==> src/sv/pwtb_pkg.sv <==
package pwtb_pkg;

    localparam int PAGE_BYTES_DEF  = 4096;
    localparam int MAX_WAIT_NS_DEF = 1000000000;

    localparam logic [31:0] NS_PER_S = 32'd1000000000;
    localparam int KIB_SHIFT  = 10;
    localparam int MUL_STEPS  = 32;
    localparam int DIV_STEPS  = 64;

    localparam logic [1:0] REG_ENABLE = 2'd0;
    localparam logic [1:0] REG_ACTIVE = 2'd1;
    localparam logic [1:0] REG_RATE   = 2'd2;

    typedef enum logic [1:0] {
        CMD_REQ      = 2'd0,
        CMD_RELOAD   = 2'd1,
        CMD_WAITDONE = 2'd2
    } cmd_t;

    typedef enum logic [2:0] {
        DEC_PASS     = 3'd0,
        DEC_OFF      = 3'd1,
        DEC_INV_FG   = 3'd2,
        DEC_FG       = 3'd3,
        DEC_GRANT    = 3'd4,
        DEC_WAIT     = 3'd5,
        DEC_ACK      = 3'd6
    } decision_t;

    typedef enum logic [4:0] {
        S_IDLE,
        S_EXEC,
        S_REFILL,
        S_FULL_DIV,
        S_FULL_REM,
        S_FULL_CMP,
        S_ADD_DIV,
        S_ADD,
        S_ADV_DIV,
        S_ADV,
        S_TAKE,
        S_WAIT_DIV,
        S_WAIT_REM,
        S_WAIT_FIN,
        S_MUL,
        S_DIV,
        S_OUT
    } state_t;

endpackage

==> src/sv/page_write_token_bucket_top.sv <==
// Channel   Direction  Handshake              Payload
// in        input      in_valid / in_ready    command .. waited_ns
// out       output     out_valid / out_ready  decision .. total_wait_ns
// cfg       input      cfg_we                 cfg_index, cfg_data
//
// One word is processed at a time. A word that is not a throttled page request
// passes from idle through the execute and output states back to idle. A
// throttled page request may run up to four bit-serial multiplications and
// six restoring divisions before it returns through the output state to idle.
// The result register frees the input side once a result is stored there;
// a stalled output holds the next result in the last state.
// Reset clears the bucket, the statistics and the configuration registers to zero.
module page_write_token_bucket_top #(
    parameter int PAGE_BYTES  = pwtb_pkg::PAGE_BYTES_DEF,
    parameter int MAX_WAIT_NS = pwtb_pkg::MAX_WAIT_NS_DEF
) (
    input  logic               clk,
    input  logic               rst_n,
    input  logic               cfg_we,
    input  logic [1:0]         cfg_index,
    input  logic [21:0]        cfg_data,
    input  logic               in_valid,
    output logic               in_ready,
    input  logic [1:0]         command,
    input  logic [63:0]        now_ns,
    input  logic [31:0]        requester_uid,
    input  logic signed [31:0] foreground_uid,
    input  logic               is_background,
    input  logic [63:0]        waited_ns,
    output logic               out_valid,
    input  logic               out_ready,
    output logic [2:0]         decision,
    output logic [29:0]        wait_ns,
    output logic [28:0]        tokens_left,
    output logic [63:0]        charged_bytes,
    output logic [63:0]        wait_events,
    output logic [63:0]        fg_bypasses,
    output logic [63:0]        invalid_fg_bypasses,
    output logic [63:0]        total_wait_ns
);

    localparam logic [28:0] PAGE = 29'(PAGE_BYTES);
    localparam logic [29:0] WMAX = 30'(MAX_WAIT_NS);

    pwtb_pkg::state_t state_reg, state_next, ret_reg, ret_next;

    logic        enable_reg, active_reg;
    logic [21:0] rate_kib_reg;
    logic [31:0] rate_reg, rate_next;
    logic [28:0] burst_reg, burst_next, tokens_reg, tokens_next;
    logic [63:0] last_reg, last_next;
    logic [63:0] granted_reg, granted_next, waitcnt_reg, waitcnt_next;
    logic [63:0] fgcnt_reg, fgcnt_next, invcnt_reg, invcnt_next;
    logic [63:0] waitsum_reg, waitsum_next;
    logic        out_valid_reg, out_valid_next;
    logic [5:0]  cnt_reg, cnt_next;

    logic [1:0]  cmd_reg;
    logic [63:0] now_reg, waited_reg;
    logic [31:0] uid_reg, fg_reg;
    logic        bg_reg;

    logic [63:0] ma_reg, ma_next, acc_reg, acc_next, dq_reg, dq_next;
    logic [31:0] mb_reg, mb_next, dd_reg, dd_next, dr_reg, dr_next;
    logic [63:0] elapsed_reg, elapsed_next, tmp_reg, tmp_next;
    logic [28:0] missing_reg, missing_next;
    pwtb_pkg::decision_t dec_reg, dec_next;
    logic [29:0] wait_reg, wait_next;

    logic [2:0]  o_dec_reg;
    logic [29:0] o_wait_reg;
    logic [28:0] o_tok_reg;
    logic [63:0] o_gr_reg, o_wc_reg, o_fg_reg, o_inv_reg, o_ws_reg;

    logic        limiter_on, fg_unknown, fg_match, throttle;
    logic        refill_skip, tok_enough, elapsed_done, added_zero, added_cover;
    logic [64:0] full_ns;
    logic        out_load;

    assign limiter_on  = enable_reg && active_reg && (rate_reg != 32'd0);
    assign fg_unknown  = fg_reg[31];
    assign fg_match    = (fg_reg == uid_reg);
    assign throttle    = (cmd_reg == pwtb_pkg::CMD_REQ) && limiter_on && !fg_unknown
                         && !fg_match && bg_reg;
    assign refill_skip = (rate_reg == 32'd0) || (burst_reg == 29'd0)
                         || (tokens_reg >= burst_reg) || (now_reg <= last_reg);
    assign full_ns      = {1'b0, tmp_reg} + {64'd0, (dr_reg != 32'd0)};
    assign elapsed_done = {1'b0, elapsed_reg} >= full_ns;
    assign added_zero   = (dq_reg == 64'd0);
    assign added_cover  = (dq_reg >= {35'd0, missing_reg});
    assign tok_enough   = (tokens_reg >= PAGE);
    assign out_load     = (state_reg == pwtb_pkg::S_OUT) && (!out_valid_reg || out_ready);

    always_comb
    begin
        state_next = state_reg;
        case (state_reg)
            pwtb_pkg::S_IDLE:     if (in_valid) state_next = pwtb_pkg::S_EXEC;
            pwtb_pkg::S_EXEC:     state_next = throttle ? pwtb_pkg::S_REFILL : pwtb_pkg::S_OUT;
            pwtb_pkg::S_REFILL:   state_next = refill_skip ? pwtb_pkg::S_TAKE : pwtb_pkg::S_MUL;
            pwtb_pkg::S_FULL_DIV: state_next = pwtb_pkg::S_DIV;
            pwtb_pkg::S_FULL_REM: state_next = pwtb_pkg::S_DIV;
            pwtb_pkg::S_FULL_CMP: state_next = elapsed_done ? pwtb_pkg::S_TAKE : pwtb_pkg::S_MUL;
            pwtb_pkg::S_ADD_DIV:  state_next = pwtb_pkg::S_DIV;
            pwtb_pkg::S_ADD:
                state_next = (added_zero || added_cover) ? pwtb_pkg::S_TAKE : pwtb_pkg::S_MUL;
            pwtb_pkg::S_ADV_DIV:  state_next = pwtb_pkg::S_DIV;
            pwtb_pkg::S_ADV:      state_next = pwtb_pkg::S_TAKE;
            pwtb_pkg::S_TAKE:     state_next = tok_enough ? pwtb_pkg::S_OUT : pwtb_pkg::S_MUL;
            pwtb_pkg::S_WAIT_DIV: state_next = pwtb_pkg::S_DIV;
            pwtb_pkg::S_WAIT_REM: state_next = pwtb_pkg::S_DIV;
            pwtb_pkg::S_WAIT_FIN: state_next = pwtb_pkg::S_OUT;
            pwtb_pkg::S_MUL:
                if (cnt_reg == 6'(pwtb_pkg::MUL_STEPS - 1)) state_next = ret_reg;
            pwtb_pkg::S_DIV:
                if (cnt_reg == 6'(pwtb_pkg::DIV_STEPS - 1)) state_next = ret_reg;
            pwtb_pkg::S_OUT:      if (out_load) state_next = pwtb_pkg::S_IDLE;
            default:              state_next = pwtb_pkg::S_IDLE;
        endcase
    end

    always_comb
    begin
        logic [32:0] dtrial;
        logic        dge;
        logic [64:0] sum65;
        logic [63:0] adv;
        logic [31:0] r;
        logic [28:0] b;

        dtrial = {dr_reg, dq_reg[63]};
        dge    = dtrial >= {1'b0, dd_reg};
        sum65  = 65'd0;
        adv    = 64'd0;
        r      = 32'd0;
        b      = 29'd0;

        ret_next     = ret_reg;
        rate_next    = rate_reg;
        burst_next   = burst_reg;
        tokens_next  = tokens_reg;
        last_next    = last_reg;
        granted_next = granted_reg;
        waitcnt_next = waitcnt_reg;
        fgcnt_next   = fgcnt_reg;
        invcnt_next  = invcnt_reg;
        waitsum_next = waitsum_reg;
        cnt_next     = cnt_reg + 6'd1;
        ma_next      = ma_reg;
        mb_next      = mb_reg;
        acc_next     = acc_reg;
        dq_next      = dq_reg;
        dd_next      = dd_reg;
        dr_next      = dr_reg;
        elapsed_next = elapsed_reg;
        tmp_next     = tmp_reg;
        missing_next = missing_reg;
        dec_next     = dec_reg;
        wait_next    = wait_reg;

        case (state_reg)
            pwtb_pkg::S_EXEC:
            begin
                dec_next  = pwtb_pkg::DEC_ACK;
                wait_next = 30'd0;
                case (cmd_reg)
                    pwtb_pkg::CMD_REQ:
                        if (!limiter_on)
                            dec_next = pwtb_pkg::DEC_OFF;
                        else if (fg_unknown)
                        begin
                            dec_next    = pwtb_pkg::DEC_INV_FG;
                            invcnt_next = (&invcnt_reg) ? invcnt_reg : invcnt_reg + 64'd1;
                        end
                        else if (fg_match)
                        begin
                            dec_next   = pwtb_pkg::DEC_FG;
                            fgcnt_next = (&fgcnt_reg) ? fgcnt_reg : fgcnt_reg + 64'd1;
                        end
                        else if (!bg_reg)
                            dec_next = pwtb_pkg::DEC_PASS;
                    pwtb_pkg::CMD_RELOAD:
                    begin
                        r = (enable_reg && active_reg) ? {rate_kib_reg, 10'd0} : 32'd0;
                        if (r == 32'd0)
                            b = 29'd0;
                        else
                            b = (r[31:3] < PAGE) ? PAGE : r[31:3];
                        rate_next   = r;
                        burst_next  = b;
                        tokens_next = b;
                        last_next   = now_reg;
                    end
                    pwtb_pkg::CMD_WAITDONE:
                    begin
                        sum65 = {1'b0, waitsum_reg} + {1'b0, waited_reg};
                        waitsum_next = sum65[64] ? {64{1'b1}} : sum65[63:0];
                    end
                    default: ;
                endcase
            end
            pwtb_pkg::S_REFILL:
                if (rate_reg != 32'd0 && burst_reg != 29'd0)
                begin
                    if (tokens_reg >= burst_reg)
                    begin
                        tokens_next = burst_reg;
                        last_next   = now_reg;
                    end
                    else if (now_reg > last_reg)
                    begin
                        elapsed_next = now_reg - last_reg;
                        missing_next = burst_reg - tokens_reg;
                        ma_next  = {35'd0, burst_reg - tokens_reg};
                        mb_next  = pwtb_pkg::NS_PER_S;
                        acc_next = 64'd0;
                        cnt_next = 6'd0;
                        ret_next = pwtb_pkg::S_FULL_DIV;
                    end
                end
            pwtb_pkg::S_FULL_DIV, pwtb_pkg::S_ADV_DIV, pwtb_pkg::S_WAIT_DIV:
            begin
                dq_next  = acc_reg;
                dd_next  = rate_reg;
                dr_next  = 32'd0;
                cnt_next = 6'd0;
                ret_next = (state_reg == pwtb_pkg::S_FULL_DIV) ? pwtb_pkg::S_FULL_REM :
                           (state_reg == pwtb_pkg::S_ADV_DIV)  ? pwtb_pkg::S_ADV :
                                                                 pwtb_pkg::S_WAIT_REM;
            end
            pwtb_pkg::S_FULL_REM, pwtb_pkg::S_WAIT_REM:
            begin
                tmp_next = dq_reg;
                dq_next  = {35'd0, missing_reg};
                dd_next  = rate_reg;
                dr_next  = 32'd0;
                cnt_next = 6'd0;
                ret_next = (state_reg == pwtb_pkg::S_FULL_REM) ? pwtb_pkg::S_FULL_CMP
                                                              : pwtb_pkg::S_WAIT_FIN;
            end
            pwtb_pkg::S_FULL_CMP:
                if (elapsed_done)
                begin
                    tokens_next = burst_reg;
                    last_next   = now_reg;
                end
                else
                begin
                    ma_next  = elapsed_reg;
                    mb_next  = rate_reg;
                    acc_next = 64'd0;
                    cnt_next = 6'd0;
                    ret_next = pwtb_pkg::S_ADD_DIV;
                end
            pwtb_pkg::S_ADD_DIV:
            begin
                dq_next  = acc_reg;
                dd_next  = pwtb_pkg::NS_PER_S;
                dr_next  = 32'd0;
                cnt_next = 6'd0;
                ret_next = pwtb_pkg::S_ADD;
            end
            pwtb_pkg::S_ADD:
                if (!added_zero)
                begin
                    if (added_cover)
                    begin
                        tokens_next = burst_reg;
                        last_next   = now_reg;
                    end
                    else
                    begin
                        // The added count is below the missing bytes here.
                        tokens_next = tokens_reg + dq_reg[28:0];
                        ma_next  = dq_reg;
                        mb_next  = pwtb_pkg::NS_PER_S;
                        acc_next = 64'd0;
                        cnt_next = 6'd0;
                        ret_next = pwtb_pkg::S_ADV_DIV;
                    end
                end
            pwtb_pkg::S_ADV:
            begin
                adv   = added_zero ? 64'd1 : dq_reg;
                sum65 = {1'b0, last_reg} + {1'b0, adv};
                adv   = sum65[64] ? {64{1'b1}} : sum65[63:0];
                last_next = (now_reg < adv) ? now_reg : adv;
            end
            pwtb_pkg::S_TAKE:
                if (tok_enough)
                begin
                    tokens_next  = tokens_reg - PAGE;
                    sum65        = {1'b0, granted_reg} + {36'd0, PAGE};
                    granted_next = sum65[64] ? {64{1'b1}} : sum65[63:0];
                    dec_next     = pwtb_pkg::DEC_GRANT;
                end
                else
                begin
                    missing_next = PAGE - tokens_reg;
                    ma_next  = {35'd0, PAGE - tokens_reg};
                    mb_next  = pwtb_pkg::NS_PER_S;
                    acc_next = 64'd0;
                    cnt_next = 6'd0;
                    ret_next = pwtb_pkg::S_WAIT_DIV;
                end
            pwtb_pkg::S_WAIT_FIN:
            begin
                wait_next    = (full_ns > {35'd0, WMAX}) ? WMAX : full_ns[29:0];
                waitcnt_next = (&waitcnt_reg) ? waitcnt_reg : waitcnt_reg + 64'd1;
                dec_next     = pwtb_pkg::DEC_WAIT;
            end
            pwtb_pkg::S_MUL:
            begin
                // One bit of the multiplier per cycle, least significant first.
                acc_next = acc_reg + (mb_reg[0] ? ma_reg : 64'd0);
                ma_next  = {ma_reg[62:0], 1'b0};
                mb_next  = {1'b0, mb_reg[31:1]};
            end
            pwtb_pkg::S_DIV:
            begin
                // Restoring division, one quotient bit per cycle.
                dr_next = dge ? 32'(dtrial - {1'b0, dd_reg}) : dtrial[31:0];
                dq_next = {dq_reg[62:0], dge};
            end
            default: ;
        endcase
    end

    always_comb
    begin
        out_valid_next = out_valid_reg && !out_ready;
        if (out_load)
            out_valid_next = 1'b1;
    end

    always_ff @(posedge clk or negedge rst_n)
    begin
        if (!rst_n)
        begin
            state_reg     <= pwtb_pkg::S_IDLE;
            ret_reg       <= pwtb_pkg::S_IDLE;
            enable_reg    <= 1'b0;
            active_reg    <= 1'b0;
            rate_kib_reg  <= 22'd0;
            rate_reg      <= 32'd0;
            burst_reg     <= 29'd0;
            tokens_reg    <= 29'd0;
            last_reg      <= 64'd0;
            granted_reg   <= 64'd0;
            waitcnt_reg   <= 64'd0;
            fgcnt_reg     <= 64'd0;
            invcnt_reg    <= 64'd0;
            waitsum_reg   <= 64'd0;
            out_valid_reg <= 1'b0;
            cnt_reg       <= 6'd0;
        end
        else
        begin
            state_reg     <= state_next;
            ret_reg       <= ret_next;
            rate_reg      <= rate_next;
            burst_reg     <= burst_next;
            tokens_reg    <= tokens_next;
            last_reg      <= last_next;
            granted_reg   <= granted_next;
            waitcnt_reg   <= waitcnt_next;
            fgcnt_reg     <= fgcnt_next;
            invcnt_reg    <= invcnt_next;
            waitsum_reg   <= waitsum_next;
            out_valid_reg <= out_valid_next;
            cnt_reg       <= cnt_next;
            if (cfg_we)
            begin
                case (cfg_index)
                    pwtb_pkg::REG_ENABLE: enable_reg   <= cfg_data[0];
                    pwtb_pkg::REG_ACTIVE: active_reg   <= cfg_data[0];
                    pwtb_pkg::REG_RATE:   rate_kib_reg <= cfg_data;
                    default: ;
                endcase
            end
        end
    end

    always_ff @(posedge clk)
    begin
        if (in_valid && in_ready)
        begin
            cmd_reg    <= command;
            now_reg    <= now_ns;
            uid_reg    <= requester_uid;
            fg_reg     <= $unsigned(foreground_uid);
            bg_reg     <= is_background;
            waited_reg <= waited_ns;
        end
        ma_reg      <= ma_next;
        mb_reg      <= mb_next;
        acc_reg     <= acc_next;
        dq_reg      <= dq_next;
        dd_reg      <= dd_next;
        dr_reg      <= dr_next;
        elapsed_reg <= elapsed_next;
        tmp_reg     <= tmp_next;
        missing_reg <= missing_next;
        dec_reg     <= dec_next;
        wait_reg    <= wait_next;
        if (out_load)
        begin
            o_dec_reg  <= dec_reg;
            o_wait_reg <= wait_reg;
            o_tok_reg  <= tokens_reg;
            o_gr_reg   <= granted_reg;
            o_wc_reg   <= waitcnt_reg;
            o_fg_reg   <= fgcnt_reg;
            o_inv_reg  <= invcnt_reg;
            o_ws_reg   <= waitsum_reg;
        end
    end

    assign in_ready            = (state_reg == pwtb_pkg::S_IDLE);
    assign out_valid           = out_valid_reg;
    assign decision            = o_dec_reg;
    assign wait_ns             = o_wait_reg;
    assign tokens_left         = o_tok_reg;
    assign charged_bytes       = o_gr_reg;
    assign wait_events         = o_wc_reg;
    assign fg_bypasses         = o_fg_reg;
    assign invalid_fg_bypasses = o_inv_reg;
    assign total_wait_ns       = o_ws_reg;

endmodule

==> config.mk <==
export PLATFORM = sky130hd
export DESIGN_NAME = page_write_token_bucket_top
export DESIGN_NICKNAME = d
export VERILOG_FILES = /design/src/sv/pwtb_pkg.sv /design/src/sv/page_write_token_bucket_top.sv
export SDC_FILE = /design/constraint.sdc
export NUM_CORES = 2
export LEC_CHECK = 0
export BUFFER_PORTS_ARGS = -buffer_cell sky130_fd_sc_hd__buf_2
export CAP_MARGIN = 40
export CORE_AREA = 4 4 402 404
export DETAILED_ROUTE_END_ITERATION = 8
export DIE_AREA = 0 0 406 408
export HOLD_SLACK_MARGIN = 0.05
export PLACE_DENSITY = 0.7
export SYNTH_ARGS = -nofsm -noshare
export SYNTH_HDL_FRONTEND = slang
export SYNTH_SLANG_ARGS = --single-unit
==> constraint.sdc <==
create_clock -name clk -period 56.9 [get_ports clk]
set_input_delay 2.845 -clock clk [delete_from_list [all_inputs] [get_ports clk]]
set_output_delay 2.845 -clock clk [all_outputs]
set_load 0.005 [all_outputs]
==> results.sh <==
export IMPL_syn_inst=7500
export IMPL_cellPowerDensity_nw_per_um2=60.6
export IMPL_number_of_detailed_route_iterations_in_the_first_pass=9
export IMPL_worst_r2r_startpoint="dq_reg[9]"
export IMPL_via_per_inst=6.20
export IMPL_yosys_top_cells_area="sky130_fd_sc_hd__edfxtp_1 (38%), sky130_fd_sc_hd__dfrtp_1 (15%), sky130_fd_sc_hd__ha_1 (7.6%)"
export IMPL_multiInputGateArea_um2=36300
export IMPL_async_reset_ff_frac=0.320
export IMPL_worst_ep_arrival_time_ns=10.72
export IMPL_drc_errors=0
export IMPL_avgRoutedWirePerCell_um=24.4
export IMPL_die_area_um2=166000
export IMPL_status="complete, no violations"
export IMPL_design_final_nets=8748
export IMPL_synth_sequential_area_ratio=0.528
export IMPL_timing_hold_violations_final=0
export IMPL_sw_frac_of_total=0.434
export IMPL_pwr_share_seq=0.323
export IMPL_final_cell_mix="sky130_fd_sc_hd__edfxtp_1 (1035), sky130_fd_sc_hd__nand2_1 (612), sky130_fd_sc_hd__buf_2 (610)"
export IMPL_grt_pass1_vias=60763
export IMPL_pwr_share_clk=0.193
export IMPL_area_delta_synth_final_pct=13.3
export IMPL_routed_wl_um=250000
export IMPL_critical_path_max_fanout=79
export IMPL_timing_final_max_slew_violations=0
export IMPL_numPortBuffers=607
export IMPL_criticalPathCategory="flip-flop to flip-flop"
export IMPL_fin_setup_tns_ns=0
export IMPL_final_period_utilization=0.176
export IMPL_cts_repair_timing_setup_buffer_count=0
export IMPL_grt_util_all_layers=0.295
export IMPL_fraction_of_layout_cells_with_a_size_suffix_above_1=0.128
export IMPL_initialDrtViolationCount=7858
export IMPL_antenna_left=0
export IMPL_final_min_clock_period_ns=10.02
export IMPL_critical_path_required_ns=57.60
export IMPL_postLayoutCoreUtil=0.588
export IMPL_max_freq_mhz=99.8
export IMPL_cts_buffer_depth=3
export IMPL_leakage_nw=38.1
export IMPL_finalClockSkew_ns=0.0451
export IMPL_initial_antenna_violation_count=11
export IMPL_max_cap_violations=0
export IMPL_synth_largest_area_cell="sky130_fd_sc_hd__edfxtp_1"
export IMPL_final_critical_path_setup_slack_ns=46.88
export IMPL_vias=63499
export IMPL_synth_fp_nets=8225
export IMPL_hold_class="flip-flop to flip-flop"
export IMPL_cts_buffers=163
export IMPL_syn_area_um2=81900
export IMPL_floorplan_die_width_um=406
export IMPL_crit_start="dq_reg[9]"
export IMPL_clk_slew_on_worst_s_h_paths_ns=0.06
export IMPL_worstPathBufferInverterCount=4
export IMPL_cts_hold_fix_buffers=0
export IMPL_cts_root_buffer="sky130_fd_sc_hd__clkbuf_16"
export IMPL_gp_congestion=0.976
export IMPL_crit_top_cell="sky130_fd_sc_hd__a211oi_1"
export IMPL_synth_enable_flop_cells=1035
export IMPL_timing_slew_headroom=0.329
export IMPL_worst_slew_pin_transition_ns=1.01
export IMPL_fillers=13048
export IMPL_finalSetupViolCount=0
export IMPL_finish_cell_count_without_fillers=10241
export IMPL_first_pass_grt_wire_length_um=377000
export IMPL_numPlacedInstances=9930
export IMPL_yosysTopAreaCellShare=0.380
export IMPL_startpoint_type="flip-flop"
export IMPL_fp_coreArea_um2=158000
export IMPL_grt_start_max_net_pins=181
export IMPL_layout_cells_most_common="sky130_fd_sc_hd__edfxtp_1"
export IMPL_worst_ir_drop_vdd_v=0.0000423
export IMPL_timing_critical_path_to_type="flip-flop"
export IMPL_pwr_share_comb=0.484
export IMPL_starting_density_of_the_core=0.519
export IMPL_postSynth_topFlopCell="sky130_fd_sc_hd__edfxtp_1"
export IMPL_synthesis_yosys_warnings=0
export IMPL_worstHoldStart="wait_reg[7]"
export IMPL_internal_power_w=0.00318
export IMPL_critical_path_slowest_cell="sky130_fd_sc_hd__a211oi_1"
export IMPL_grt_setup_unrepaired="false"
export IMPL_placementRows=146
export IMPL_boundaryPins=608
export IMPL_sequential_cell_area_um2=43200
export IMPL_ys_ff_latch=1521
export IMPL_cts_htree_levels=4
export IMPL_grt_remaining_overflow=0
export IMPL_worstSkewPairLatency_ns=0.81
export IMPL_dp_hpwl_um=190000
export IMPL_cpPeakStageDelay_ns=0.71
export IMPL_net_switching_power_w=0.00244
export IMPL_die_height_um=408
export IMPL_cp_top_family="compound AO/OA/AOI/OAI gates"
export IMPL_place_worst_setup_slack_ns=46.92
export IMPL_cts_resized_gates=0
export IMPL_synth_distinct_cells=95
export IMPL_cts_tree="yes"
export IMPL_cts_sink_count=1521
export IMPL_avgSynthCellArea_um2=10.9
per-stage QoR:
stage,hold WS [ns],area [µm²],power [W]
2_1_floorplan,0.400,81900,0.00366
3_3_place_gp,0.402,86800,0.00441
3_5_place_dp,0.406,87300,0.00446
4_1_cts,0.416,92800,0.00557
5_1_grt,0.426,92800,0.00597
6_report,0.416,92800,0.00562
cell families after synthesis:
family,Yosys count,share of synthesized area
buffers and inverters,647,0.0309
multiplexers,63,0.00834
adder cells (fa/ha/maj),501,0.0771
AO/OA/AOI/OAI,1739,0.142
XOR/XNOR,651,0.0696
flip-flops,1521,0.528
AND/OR/NAND/NOR,2378,0.145
final timing paths:
| kind | end | slack (ns) | depth (start not counted) |
|---|---|---|---|
| setup / recovery | last_reg[63] | 46.88 | 31 |
| hold / removal | wait_ns[7] | 0.42 | 0 |
| setup reg to reg | last_reg[63] | 46.88 | 31 |
| hold reg to reg | wait_ns[7] | 0.42 | 0 |
| max in group asynchronous | invcnt_reg[40] | 52.32 | 6 |
| min in group asynchronous | granted_reg[34] | 2.00 | 1 |
per-layer routing:
metal	routed length, µm	global-route usage	up-vias
met3	23100	0.0553	519
met2	110000	0.445	2980
met1	106000	0.423	31044
met5	21	0	-
li1	-	-	28952
met4	11000	0.116	4
cell type report:
class                   count  share of cell area
multi-input cells        5332               0.391
clock buffers             220              0.0487
well taps                2072              0.0279
flip-flops and latches   1521               0.466
repair buffers            699              0.0434
inverters                 306              0.0124
diodes                      6            0.000162
clock inverters            85              0.0109
power groups by stage:
stage | Sequential [W] | Combinational (W) | Clock [W]
finish | 0.00181 | 0.00272 | 0.00109
global route | 0.00183 | 0.00298 | 0.00116
detailed placement | 0.00182 | 0.00264 | 0
global placement | 0.00182 | 0.00260 | 0
floorplan | 0.00173 | 0.00193 | 0
CTS | 0.00180 | 0.00266 | 0.00111
cell usage after synthesis (all sizes together), types with 42 or more instances:
master and n:
nor2b 61, and2 136, inv 306, o21ai 309
and4 50, nand2 613, clkbuf 281, nor4 77
a22oi 49, o21a 47, mux2 42, a22o 85
dfrtp 486, a21oi 498, ha 495, a222oi 77
o221ai 76, nand2b 61, nand4 192, a21o 182
o21bai 62, nor2 543, nand3 276, nor3 132
and3 125, a31oi 69, edfxtp 1035, a211oi 45
xnor2 422, buf 60, xor2 229
Note: power is estimated with default switching activity, not from simulation.
